**src/design/mf3_pkg.sv**
```systemverilog
// Shared types, widths, register codes and defaults for the 3x3 median stream filter.
// No dependencies; every other design file imports this package.
`default_nettype none

package mf3_pkg;

    localparam int DEF_MAX_WIDTH    = 2048;
    localparam int DEF_MAX_HEIGHT   = 2048;
    localparam int DEF_MAX_CHANNELS = 4;

    localparam int PIX_W     = 8;
    localparam int COL_W     = 11;
    localparam int ROW_W     = 11;
    localparam int CHAN_W    = 2;
    localparam int CHAN_SLOTS = 4;
    localparam int CFG_W     = 12;
    localparam int CFG_IDX_W = 2;
    localparam int CMP_W     = 14;
    localparam int NSLOT     = 4;
    localparam int FIFO_DEPTH = 16;

    localparam logic [CFG_IDX_W-1:0] REG_WIDTH    = 2'd0;
    localparam logic [CFG_IDX_W-1:0] REG_HEIGHT   = 2'd1;
    localparam logic [CFG_IDX_W-1:0] REG_CHANNELS = 2'd2;

    localparam logic [CFG_W-1:0] RST_WIDTH    = 12'd640;
    localparam logic [CFG_W-1:0] RST_HEIGHT   = 12'd480;
    localparam logic [2:0]       RST_CHANNELS = 3'd1;

    typedef logic [PIX_W-1:0] pix_t;
    typedef pix_t [2:0] col_t;
    typedef pix_t [8:0] win_t;

    typedef struct packed {
        pix_t              median;
        logic [COL_W-1:0]  col;
        logic [ROW_W-1:0]  row;
        logic [CHAN_W-1:0] chan;
        logic              run_end;
        logic              frame_end;
    } res_t;

endpackage

`default_nettype wire

```
**src/design/mf3_median9.sv**
```systemverilog
// Median of nine samples through the fixed 19-step compare-exchange network.
// Depends on mf3_pkg.
`default_nettype none

module mf3_median9
    import mf3_pkg::*;
(
    input  win_t win,
    output pix_t med
);

    function automatic win_t cx(input win_t v, input int i, input int j);
        win_t r;
        r = v;
        if (v[i] > v[j])
        begin
            r[i] = v[j];
            r[j] = v[i];
        end
        return r;
    endfunction

    win_t v;

    always_comb
    begin
        v = win;
        v = cx(v, 1, 2); v = cx(v, 4, 5); v = cx(v, 7, 8);
        v = cx(v, 0, 1); v = cx(v, 3, 4); v = cx(v, 6, 7);
        v = cx(v, 1, 2); v = cx(v, 4, 5); v = cx(v, 7, 8);
        v = cx(v, 0, 3); v = cx(v, 5, 8); v = cx(v, 4, 7);
        v = cx(v, 3, 6); v = cx(v, 1, 4); v = cx(v, 2, 5);
        v = cx(v, 4, 7); v = cx(v, 4, 2); v = cx(v, 6, 4);
        v = cx(v, 4, 2);
    end

    assign med = v[4];

endmodule

`default_nettype wire

```
**config.mk**
```make
export PLATFORM = sky130hd
export DESIGN_NAME = mf3_median9
export DESIGN_NICKNAME = d
export VERILOG_FILES = /design/src/design/mf3_pkg.sv /design/src/design/mf3_median9.sv
export SDC_FILE = /design/constraint.sdc
export NUM_CORES = 1
export LEC_CHECK = 0
export BUFFER_PORTS_ARGS = -buffer_cell sky130_fd_sc_hd__buf_4
export CAP_MARGIN = 30
export CORE_AREA = 2 2 135 137
export DETAILED_ROUTE_END_ITERATION = 12
export DIE_AREA = 0 0 137 139
export PLACE_DENSITY = 0.59
export REMOVE_ABC_BUFFERS = 1
export SYNTH_ARGS = -nofsm -noshare
export SYNTH_HDL_FRONTEND = slang
export SYNTH_SLANG_ARGS = --single-unit
```
**constraint.sdc**
```tcl
create_clock -name vclk -period 25.7
set_input_delay 2.57 -clock vclk [all_inputs]
set_output_delay 2.57 -clock vclk [all_outputs]
set_load 0.05 [all_outputs]
```
# Yosys cells after proc, flatten, opt, wreduce, memory -nomap -nowiden
# Index checks and enable logic that the tools add are counted.
[op_classes]
magnitude_cmp = 19
mux = 21
[op_table]
columns = ["op", "count"]
rows = [
  ["8-bit greater-than comparator", 19],
  ["16-bit two-way mux", 9],
  ["8-bit two-way mux", 12],
]
[word_totals]
ff_bits = 0
in_bits = 72
out_inout_bits = 8
word_cells = 40

# Logic depth before layout (Yosys ltp)
[logic_depth]
depth_word = 18
depth_mapped = 100
ltp_nobuf = 91

# Worst setup path after synthesis
# Ideal clock, no wire load.
[synth_path]
path_type = "input-to-output"
start = "input port win[71] (netlist name)"
end = "output port med[0]"
arrival_time_ps = 18641
required_time_ps = 23130
slack_ps = 4489
cell_stages = 87
n_path_buf = 9
cell_sequence = "inv_1 ha_1 nand4_1 nor2_1 nor2_1 nor2_2 clkbuf_1 a21oi_1 ha_1 nand4_1 o21ai_0 o221ai_1 o21a_1 buf_6 clkbuf_1 o21ai_0 inv_1 ha_1 [51 not listed] nand4_1 a211o_1 o41ai_1 a21oi_2 nor2_8 buf_2 o21ai_1 ha_1 o21a_1 o21ai_0 nand2b_1 a21oi_1 o21ai_0 o21a_1 nand2_1 inv_1 o2bb2ai_1 nor4_1"
[synth_via]
elab_chain_len = 18
[synth_rtl]
columns = ["item", "line_no", "text"]
rows = [
  ["start, declared", "mf3_median9.sv:8", "input win_t win,"],
  ["8-bit greater-than comparator", "mf3_median9.sv:15", "if (v[i] > v[j])"],
  ["16-bit two-way mux *", "mf3_median9.sv:15", ""],
  ["8-bit greater-than comparator", "mf3_median9.sv:15", ""],
  ["16-bit two-way mux", "mf3_median9.sv:15", ""],
  ["8-bit greater-than comparator", "mf3_median9.sv:15", ""],
  ["16-bit two-way mux", "mf3_median9.sv:15", ""],
  ["8-bit greater-than comparator", "mf3_median9.sv:15", ""],
  ["8-bit two-way mux", "mf3_median9.sv:15", ""],
  ["[2 not listed]", "--", ""],
  ["8-bit greater-than comparator", "mf3_median9.sv:15", ""],
  ["8-bit two-way mux", "mf3_median9.sv:15", ""],
  ["8-bit greater-than comparator", "mf3_median9.sv:15", ""],
  ["8-bit two-way mux", "mf3_median9.sv:15", ""],
  ["8-bit greater-than comparator", "mf3_median9.sv:15", ""],
  ["8-bit two-way mux", "mf3_median9.sv:15", ""],
  ["8-bit greater-than comparator", "mf3_median9.sv:15", ""],
  ["8-bit two-way mux *", "mf3_median9.sv:15", ""],
  ["end, declared", "mf3_median9.sv:9", "output pix_t med"],
]
# Mark *: on every way between the ends. The rest lies on a longest branch, timed or not.

# Final worst setup path
[layout_path]
start = "input port win[71] (netlist name)"
end = "output port med[3]"
# Same word-level chain as after synthesis.

==> flow_summary.ini <==
[logic_synthesis]
syn_area_um2 = 6910
synth_top_area_share_pct = 26.6
synthMuxAreaShare_pct = 12.3
syn_area_per_cell_um2 = 6.74
synth_cell_types = 67
yosysTopAreaCell = ha_1
synthXorXnorAreaFrac_pct = 0.253
synthTopCellsByArea = ha_1 (27%), a21oi_1 (8.5%), mux2i_1 (7.7%)
synth_top_family_by_area = compound AO/OA/AOI/OAI gates
ys_top_cells_by_count = ha_1 (147), a21oi_1 (117), nand2_1 (95), o21ai_0 (95), nor2_1 (93)
synth-simple-area-share_pct = 22.8
yosysSeqAreaShare_pct = 0
syn_inst = 1026
synth_compound_area_share_pct = 31.0
yosysWarnings = 0
yosysMostFrequentCell = ha_1
synth_fa_ha_area_share_pct = 26.6

[finish]
nets = 1298
antenna_cells = 0
design.seq.count = 0
clock_buffers = 0
seq_area_um2 = 0
drive_above_1_share_pct = 12.8
area_growth_pct = 11.4

[hold_path]
min-delay-start = win[50]
hp-class = in2out
holdPathEnd = med[2]
whs_path_depth = 6

[floorplan]
ios = 80
fp-row-count = 49
coreArea_um2 = 17700
die_h_um = 139
dieArea_um2 = 19000
initial_core_util_pct = 39.2
die_w_um = 137

[critical_path]
cp.arrival_ps = 20510
cp_max_fo = 27
crit_path_frequent_cell = o21ai_0
cp_num_buf_inv = 6
crit_required_ps = 23130
crit_type = in2out
crit_slowest_cell = o21a_1
setup.worst_path.end_class = primary output
cpPeakStageDelay_ps = 750
critical-path-top-delay-family = compound AO/OA/AOI/OAI gates
start_kind = input pin

[run]
max_cap_viol_count = 0

[detailed_routing]
vias = 7367
routed_wl_um = 20300
drt-pass1-iter-count = 5
wire_per_inst_um = 15.5
drtIter0Drc = 397
ant_nets = 0
avgViaCountPerCell = 5.64
drc = 0

[timing]
tightest_slew_ps = 1090
rsz0062_at_grt = no
slew_violations = 0
post-route-period-util_pct = 89.8
setup_viol = 0
period_needed_ps = 23080
hold_violations = 0
clock.fmax_mhz = 43.3
relSlewSlack_pct = 27.6
setup_tns_ps = 0

[clock_network]
postCtsSetupBuffers = 0
ctsResizeCount = 0
ctsHoldBuffers = 0

[placed_design]
place.gp.congestion = 0.910
io_buffers = 80
place_hpwl_um = 17600

[global_routing]
grt_max_degree = 33
grt-ovfl-total = 0
grt_pass1_wl_um = 32500
antenna_found_initial = 0
track_usage_pct = 20.6
grt_pass1_vias = 6722

[status]
outcome = finished clean
## cells in the final DEF (no fill, tap or decap), drive strengths merged, types with 5 or more instances in the layout
cell	instances
and2	5
or2	7
a21o	31
a221oi	5
a31oi	5
nor2	97
mux2	28
mux2i	53
a211oi	9
ha	147
o21a	33
a21oi	119
o21ai	105
inv	88
nor3	13
nand4	14
nand3	33
buf	87
nand2b	17
or3	10
o21bai	5
nand2	95
and3	12
nor2b	15
## per-stage QoR
stage	setup WS (ps)	cells	area, µm²	hold slack [ps]	util (%)
detailed placement	2840	1306	7700	6040	43.6
floorplan	2500	990	6750	5810	-
finish	2620	1306	7700	6070	43.6
global placement	3020	1305	7690	6050	43.6
CTS	2780	1306	7700	6060	43.6
global route	1010	1306	7700	6120	43.6
## cell families after synthesis
group,Yosys count
AOI/OAI and AO/OA,343
adders and majority gates,147
and+or+nand+nor,329
xor gates and xnor gates,2
muxes,81
buffers and inverters,124
## worst max path at each step
| stage | endpoint | cells past startpoint | startpoint |
|---|---|---|---|
| 4_1_cts | med[3] | 82 | win[71] |
| 3_3_place_gp | med[3] | 84 | win[71] |
| 3_5_place_dp | med[3] | 82 | win[71] |
| 6_report | med[3] | 82 | win[71] |
| 2_1_floorplan | med[0] | 69 | win[17] |
| 5_1_grt | med[3] | 86 | win[71] |
## metal layers
metal	vias up	GRT usage [%]	share of wire, %
met5	-	0	0
li1	3843	-	-
met1	3321	30.1	50
met4	0	2.50	1.3
met3	14	0.768	5.0
met2	189	34.4	44
## worst min-delay path, delay by kind of cell
family          cells  cell delay (ps)
compound gates      3              470
buf+inv             2              370
simple gates        1               80
## area by class of cell
| type | count | area (µm²) |
|---|---|---|
| fill | 1888 | 9960 |
| multi-input combinational | 902 | 6430 |
| timing repair buffer | 87 | 653 |
| inverter | 88 | 330 |
| tap | 229 | 287 |
Power is not shown: default switching activity piles up to over one toggle a cycle in this logic, so the estimate is an artifact.
