**config.mk**
```make
export PLATFORM = sky130hd
export DESIGN_NAME = mf3_outfifo
export DESIGN_NICKNAME = d
export VERILOG_FILES = /design/src/design/mf3_pkg.sv /design/src/design/mf3_outfifo.sv
export SDC_FILE = /design/constraint.sdc
export NUM_CORES = 2
export LEC_CHECK = 0
export ABC_CLOCK_PERIOD_IN_PS = 11060
export BUFFER_PORTS_ARGS = -buffer_cell sky130_fd_sc_hd__buf_4
export CAP_MARGIN = 40
export CORE_ASPECT_RATIO = 1.4
export CORE_MARGIN = 5
export CORE_UTILIZATION = 30
export CTS_CLUSTER_SIZE = 12
export DETAILED_ROUTE_END_ITERATION = 7
export HOLD_SLACK_MARGIN = 0.12
export PLACE_DENSITY_LB_ADDON = 0.25
export SLEW_MARGIN = 40
export SYNTH_ARGS = -nofsm -noshare
export SYNTH_HDL_FRONTEND = slang
export SYNTH_SLANG_ARGS = --single-unit
export TNS_END_PERCENT = 20
```
**constraint.sdc**
```tcl
create_clock -name clk -period 11.06 [get_ports clk]
set_input_delay 2.212 -clock clk [delete_from_list [all_inputs] [get_ports clk]]
set_output_delay 2.212 -clock clk [all_outputs]
set_load 0.02 [all_outputs]
```
**src/design/mf3_pkg.sv**
```systemverilog
// Shared types, widths, register codes and defaults for the 3x3 median stream filter.
// No dependencies; every other design file imports this package.
`default_nettype none

package mf3_pkg;

    localparam int DEF_MAX_WIDTH    = 2048;
    localparam int DEF_MAX_HEIGHT   = 2048;
    localparam int DEF_MAX_CHANNELS = 4;

    localparam int PIX_W     = 8;
    localparam int COL_W     = 11;
    localparam int ROW_W     = 11;
    localparam int CHAN_W    = 2;
    localparam int CHAN_SLOTS = 4;
    localparam int CFG_W     = 12;
    localparam int CFG_IDX_W = 2;
    localparam int CMP_W     = 14;
    localparam int NSLOT     = 4;
    localparam int FIFO_DEPTH = 16;

    localparam logic [CFG_IDX_W-1:0] REG_WIDTH    = 2'd0;
    localparam logic [CFG_IDX_W-1:0] REG_HEIGHT   = 2'd1;
    localparam logic [CFG_IDX_W-1:0] REG_CHANNELS = 2'd2;

    localparam logic [CFG_W-1:0] RST_WIDTH    = 12'd640;
    localparam logic [CFG_W-1:0] RST_HEIGHT   = 12'd480;
    localparam logic [2:0]       RST_CHANNELS = 3'd1;

    typedef logic [PIX_W-1:0] pix_t;
    typedef pix_t [2:0] col_t;
    typedef pix_t [8:0] win_t;

    typedef struct packed {
        pix_t              median;
        logic [COL_W-1:0]  col;
        logic [ROW_W-1:0]  row;
        logic [CHAN_W-1:0] chan;
        logic              run_end;
        logic              frame_end;
    } res_t;

endpackage

`default_nettype wire

```
**src/design/mf3_outfifo.sv**
```systemverilog
// Result queue: takes up to four results a cycle in slot order, hands out one.
// Depends on mf3_pkg.
`default_nettype none

module mf3_outfifo
    import mf3_pkg::*;
#(
    parameter int DEPTH = FIFO_DEPTH,
    parameter int PW    = $clog2(DEPTH)
)
(
    input  logic                 clk,
    input  logic                 rst_n,
    input  logic [NSLOT-1:0]     push_vld,
    input  res_t [NSLOT-1:0]     push_data,
    input  logic                 pop,
    output res_t                 head,
    output logic                 not_empty,
    output logic [PW:0]          count
);

    res_t            ent_reg [DEPTH];
    logic [PW-1:0]   wr_ptr_reg, wr_ptr_next;
    logic [PW-1:0]   rd_ptr_reg, rd_ptr_next;
    logic [PW:0]     cnt_reg, cnt_next;
    logic [PW-1:0]   off [NSLOT];
    logic [PW:0]     n_push;

    always_comb
    begin
        off[0] = '0;
        for (int s = 1; s < NSLOT; s++)
        begin
            off[s] = off[s-1] + PW'(push_vld[s-1]);
        end
        n_push = '0;
        for (int s = 0; s < NSLOT; s++)
        begin
            n_push = n_push + (PW+1)'(push_vld[s]);
        end
        wr_ptr_next = wr_ptr_reg + PW'(n_push);
        rd_ptr_next = rd_ptr_reg + PW'(pop);
        cnt_next    = cnt_reg + n_push - (PW+1)'(pop);
    end

    always_ff @(posedge clk)
    begin
        for (int s = 0; s < NSLOT; s++)
        begin
            if (push_vld[s])
            begin
                ent_reg[wr_ptr_reg + off[s]] <= push_data[s];
            end
        end
    end

    always_ff @(posedge clk or negedge rst_n)
    begin
        if (!rst_n)
        begin
            wr_ptr_reg <= '0;
            rd_ptr_reg <= '0;
            cnt_reg    <= '0;
        end
        else
        begin
            wr_ptr_reg <= wr_ptr_next;
            rd_ptr_reg <= rd_ptr_next;
            cnt_reg    <= cnt_next;
        end
    end

    assign head      = ent_reg[rd_ptr_reg];
    assign not_empty = (cnt_reg != '0);
    assign count     = cnt_reg;

endmodule

`default_nettype wire

```
## After elaboration in Yosys (flattened, before gate mapping)

Memories as Yosys holds them, arrays and structs flattened.
Index checks and enable logic that the tools add are counted.

| word-level totals | value |
|---|---|
| register bits | 13 |
| memories | 1 |
| logic and storage cells | 25 |
| output and inout bits | 40 |
| bits in writable memories | 544 |
| input port bits | 143 |

Memories:

| name | words | width | read ports | clocked after memory_dff | write ports | RTL line | RTL |
|---|---|---|---|---|---|---|---|
| ent_reg | 16 | 34 | 1 | 0 | 4 | mf3_outfifo.sv:22 | `res_t ent_reg [DEPTH];` |

| cells by class | value |
|---|---|
| muxes and demuxes | 8 |
| reduce and logical (&&, ||, !) cells | 1 |
| add/subtract/negate cells | 12 |

Operator list:

| kind | number |
|---|---|
| 4-bit by 1-bit adder with 4-bit output | 2 |
| 1-bit two-way mux | 8 |
| 2-bit by 1-bit adder with 3-bit output | 2 |
| 5-bit by 4-bit adder with 5-bit output | 1 |
| 5-bit nonzero test | 1 |
| 5-bit by 1-bit subtractor with 5-bit output | 1 |
| 1-bit by 1-bit adder with 2-bit output | 2 |
| 3-bit by 1-bit adder with 4-bit output | 1 |
| 4-bit by 2-bit adder with 4-bit output | 1 |
| 4-bit by 3-bit adder with 4-bit output | 1 |
| 4-bit adder | 1 |

## Longest topological paths before layout

| depth | value |
|---|---|
| depth after elaboration | 5 |
| gate-level depth with buffers | 12 |
| depth with buffers taken out | 12 |

## Worst setup path before layout

No wires, ideal clock.

| timing path | value |
|---|---|
| path type | in2reg |
| start | input port push_vld[0] |
| end | memory ent_reg[1][0] (netlist name) (enable) |
| library setup time | 678 ps |
| data arrival time | 5453 ps |
| setup slack | 4928 ps |
| stages | 10 |
| buffers on the path | 2 |
| required time | 10382 ps |
| cell sequence | ha_1 inv_1 fa_1 fa_1 buf_2 or3b_2 o41ai_4 o21ai_1 clkbuf_1 o2111ai_1 |

RTL lines:

| element | RTL line | RTL |
|---|---|---|
| start, declared | mf3_outfifo.sv:14 | `input logic [NSLOT-1:0] push_vld,` |
| end, declared | mf3_outfifo.sv:22 |  |

==> out/results.txt <==
DP HPWL: 127000 um
crit path max fanout: 37
final instance area: 43700 sq um
setup violators final: 0
total CTS buffers: 67
Placement Rows: 155
Cell Area, Placed: 41500 sq um
CTS resizes: 0
Setup CP Type: reg2out
simple-gate portion of the synthesized area: 4.32%
Syn. warnings: 0
Final Hold Violating Endpoints: 0
most common cell after layout, fill and taps aside: a221oi_1
Setup Skew: 0.0140 ns
detailed-route via count: 38500
Die Span Y: 433 um
Syn Area/Cell: 10.7 sq um
Yosys cell types: 60
Bufs on Longest Clock Path: 3
maximum vdd drop: 0.235 mV
MaxCap Viol Count: 0
Die Area: 135000 sq um
Total GRT Usage: 30.4%
Critical Path Start Type: flip-flop
setup TNS: 0 ns
Slew @ Worst Pin: 0.939 ns
sequential area share after synthesis: 43.4%
CTS tree: yes
Tcrit/Tclk final: 54.7%
clk slew on worst S/H paths: 0.06 ns
DR vias/cell: 7.49
vias in the first global route: 36800
post-synthesis compound-gate area fraction: 36.8%
Worst-Skew Late Latency: 0.67 ns
Synth Flop Type: edfxtp_1
Layout area overhead: 13.8%
Core ar.: 127000 sq um
first drt pass iteration count: 6
post-synth net total: 3758
arrival time worst endpoint: 3.84 ns
final slew viol count: 0
Starting Density: 30.2%
DR WL/cell: 42.2 um
DRC: 0
final net count: 3602
1st-iter DRT viols: 6148
first-pass GRT wire length: 295000 um
CTS H-tree depth: 3
EDFF count, synth: 544
Synth Instances: 3590
clk sinks: 557
Synth Area in XOR/XNOR: 0.182%
Max Freq: 0.165 GHz
status: complete, no violations
mux cell area share after synthesis: 7.98%
Adder-Cell Fraction of Synth Area: 0.931%
Fill cells: 12600
GPL Wtd Cong: 0.903
Max-slew headroom: 37.4%
Hold-fix buffers, CTS: 0
clk root buf: clkbuf_16
hold crit path type: reg2reg
leakage dissipation: 0.0135 uW
post-synthesis register bit count: 557
RSZ-0062 raised after global routing: no
gr ovfl total: 0
largest net degree at the start of global routing: 96
Multi-input gate area: 20000 sq um
post-detailed-route count of antenna-violating nets: 0
fraction of layout cells with a size suffix above 1: 18.6%
drt total wl: 217000 um
Setup Buffers After CTS: 0
fin crit period: 6.05 ns
cell area after synthesis: 38400 sq um
max FFs per register: 544
Die Width: 312 um
initial antenna violation count: 16
io pins: 183
Post-synth ARST share: 2.33%
Port Buf Inserts: 182
pwr dens: 332 nW/um^2
CP required: 8.85 ns
most frequent cells in the layout: 578 x a221oi_1, 544 x edfxtp_1, 510 x o2bb2ai_1
FF+latch area: 16700 sq um
Worst setup EP type: primary output
largest family of logic cells by synthesized area: compound AO/OA/AOI/OAI gates
## cells in the mapped netlist, types with 37 or more instances
library cell,number,area (sq um)
mux2i_1,104,1040
and2_1,139,870
o21ai_0,507,2540
a21oi_1,37,185
a221oi_1,578,5060
edfxtp_1,544,16300
buf_2,159,796
nand2_1,86,323
clkbuf_1,306,1150
o2bb2ai_1,510,4470
buf_1,73,274
mux4_2,68,1530
o21ai_1,156,781
## stage by stage
step	std cells	setup WS, ns	hold slack, ns	utilization, %	total power [uW]
2_1_floorplan	3590	4.93	0.464	-	8580
3_3_place_gp	4988	4.26	0.451	32.3	11700
3_5_place_dp	5009	4.65	0.456	32.6	12000
4_1_cts	5128	5.09	0.463	34.2	14200
5_1_grt	5136	4.97	0.471	34.3	14800
6_report	5138	5.01	0.461	34.3	14500
## report_power, final
| group | internal, uW | total (uW) | switching [uW] | leakage, uW |
|---|---|---|---|---|
| sequential | 3760 | 4090 | 331 | 0.00515 |
| combinational | 2390 | 8180 | 5800 | 0.00736 |
| clock | 1230 | 2250 | 1020 | 0.00102 |
| total | 7380 | 14500 | 7150 | 0.0135 |
## per-layer routing
layer,global-route usage (%),routed length (um),vias up
met3,8.46,26800,1139
met4,22.8,20800,8
met5,0.433,119,-
li1,-,-,14700
met2,47.3,95400,3735
met1,35.8,73700,18900
## critical path, stage by stage (launching register included)
cell      delay [ns]
dfrtp_2         0.37
buf_4           0.41
nor2b_4         0.23
buf_4           0.42
buf_4           0.61
a221oi_1        0.24
o21ai_0         0.22
nand2_1         0.31
buf_4           0.28
## final timing paths
path                               start              to  slack (ns)  cells past startpoint
max reg2reg                wr_ptr_reg[0]  ent_reg[10][3]        6.58                      8
min                        rd_ptr_reg[2]   rd_ptr_reg[2]        0.46                      1
min in group asynchronous          rst_n   rd_ptr_reg[2]        1.39                      1
max in group asynchronous          rst_n   rd_ptr_reg[1]        9.45                      1
min reg2reg                rd_ptr_reg[2]   rd_ptr_reg[2]        0.46                      1
max                        rd_ptr_reg[2]        head[24]        5.01                      8
## cell type report
cell class	instances	share of cell area, %
diodes	6	0.0343
clock buffers	86	4.02
clock inverters	33	0.778
inverters	27	0.232
multi-input cells	2449	45.8
flip-flops and latches	557	38.1
well taps	1648	4.72
repair buffers	332	6.32
## kinds of logic after synthesis
family,Yosys count
buffers and inverters,584
and+or+nand+nor,300
muxes,212
DFF,557
AOI/OAI and AO/OA,1904
xor gates and xnor gates,8
adders and majority gates,25
Note: power is estimated with default switching activity, not from simulation.
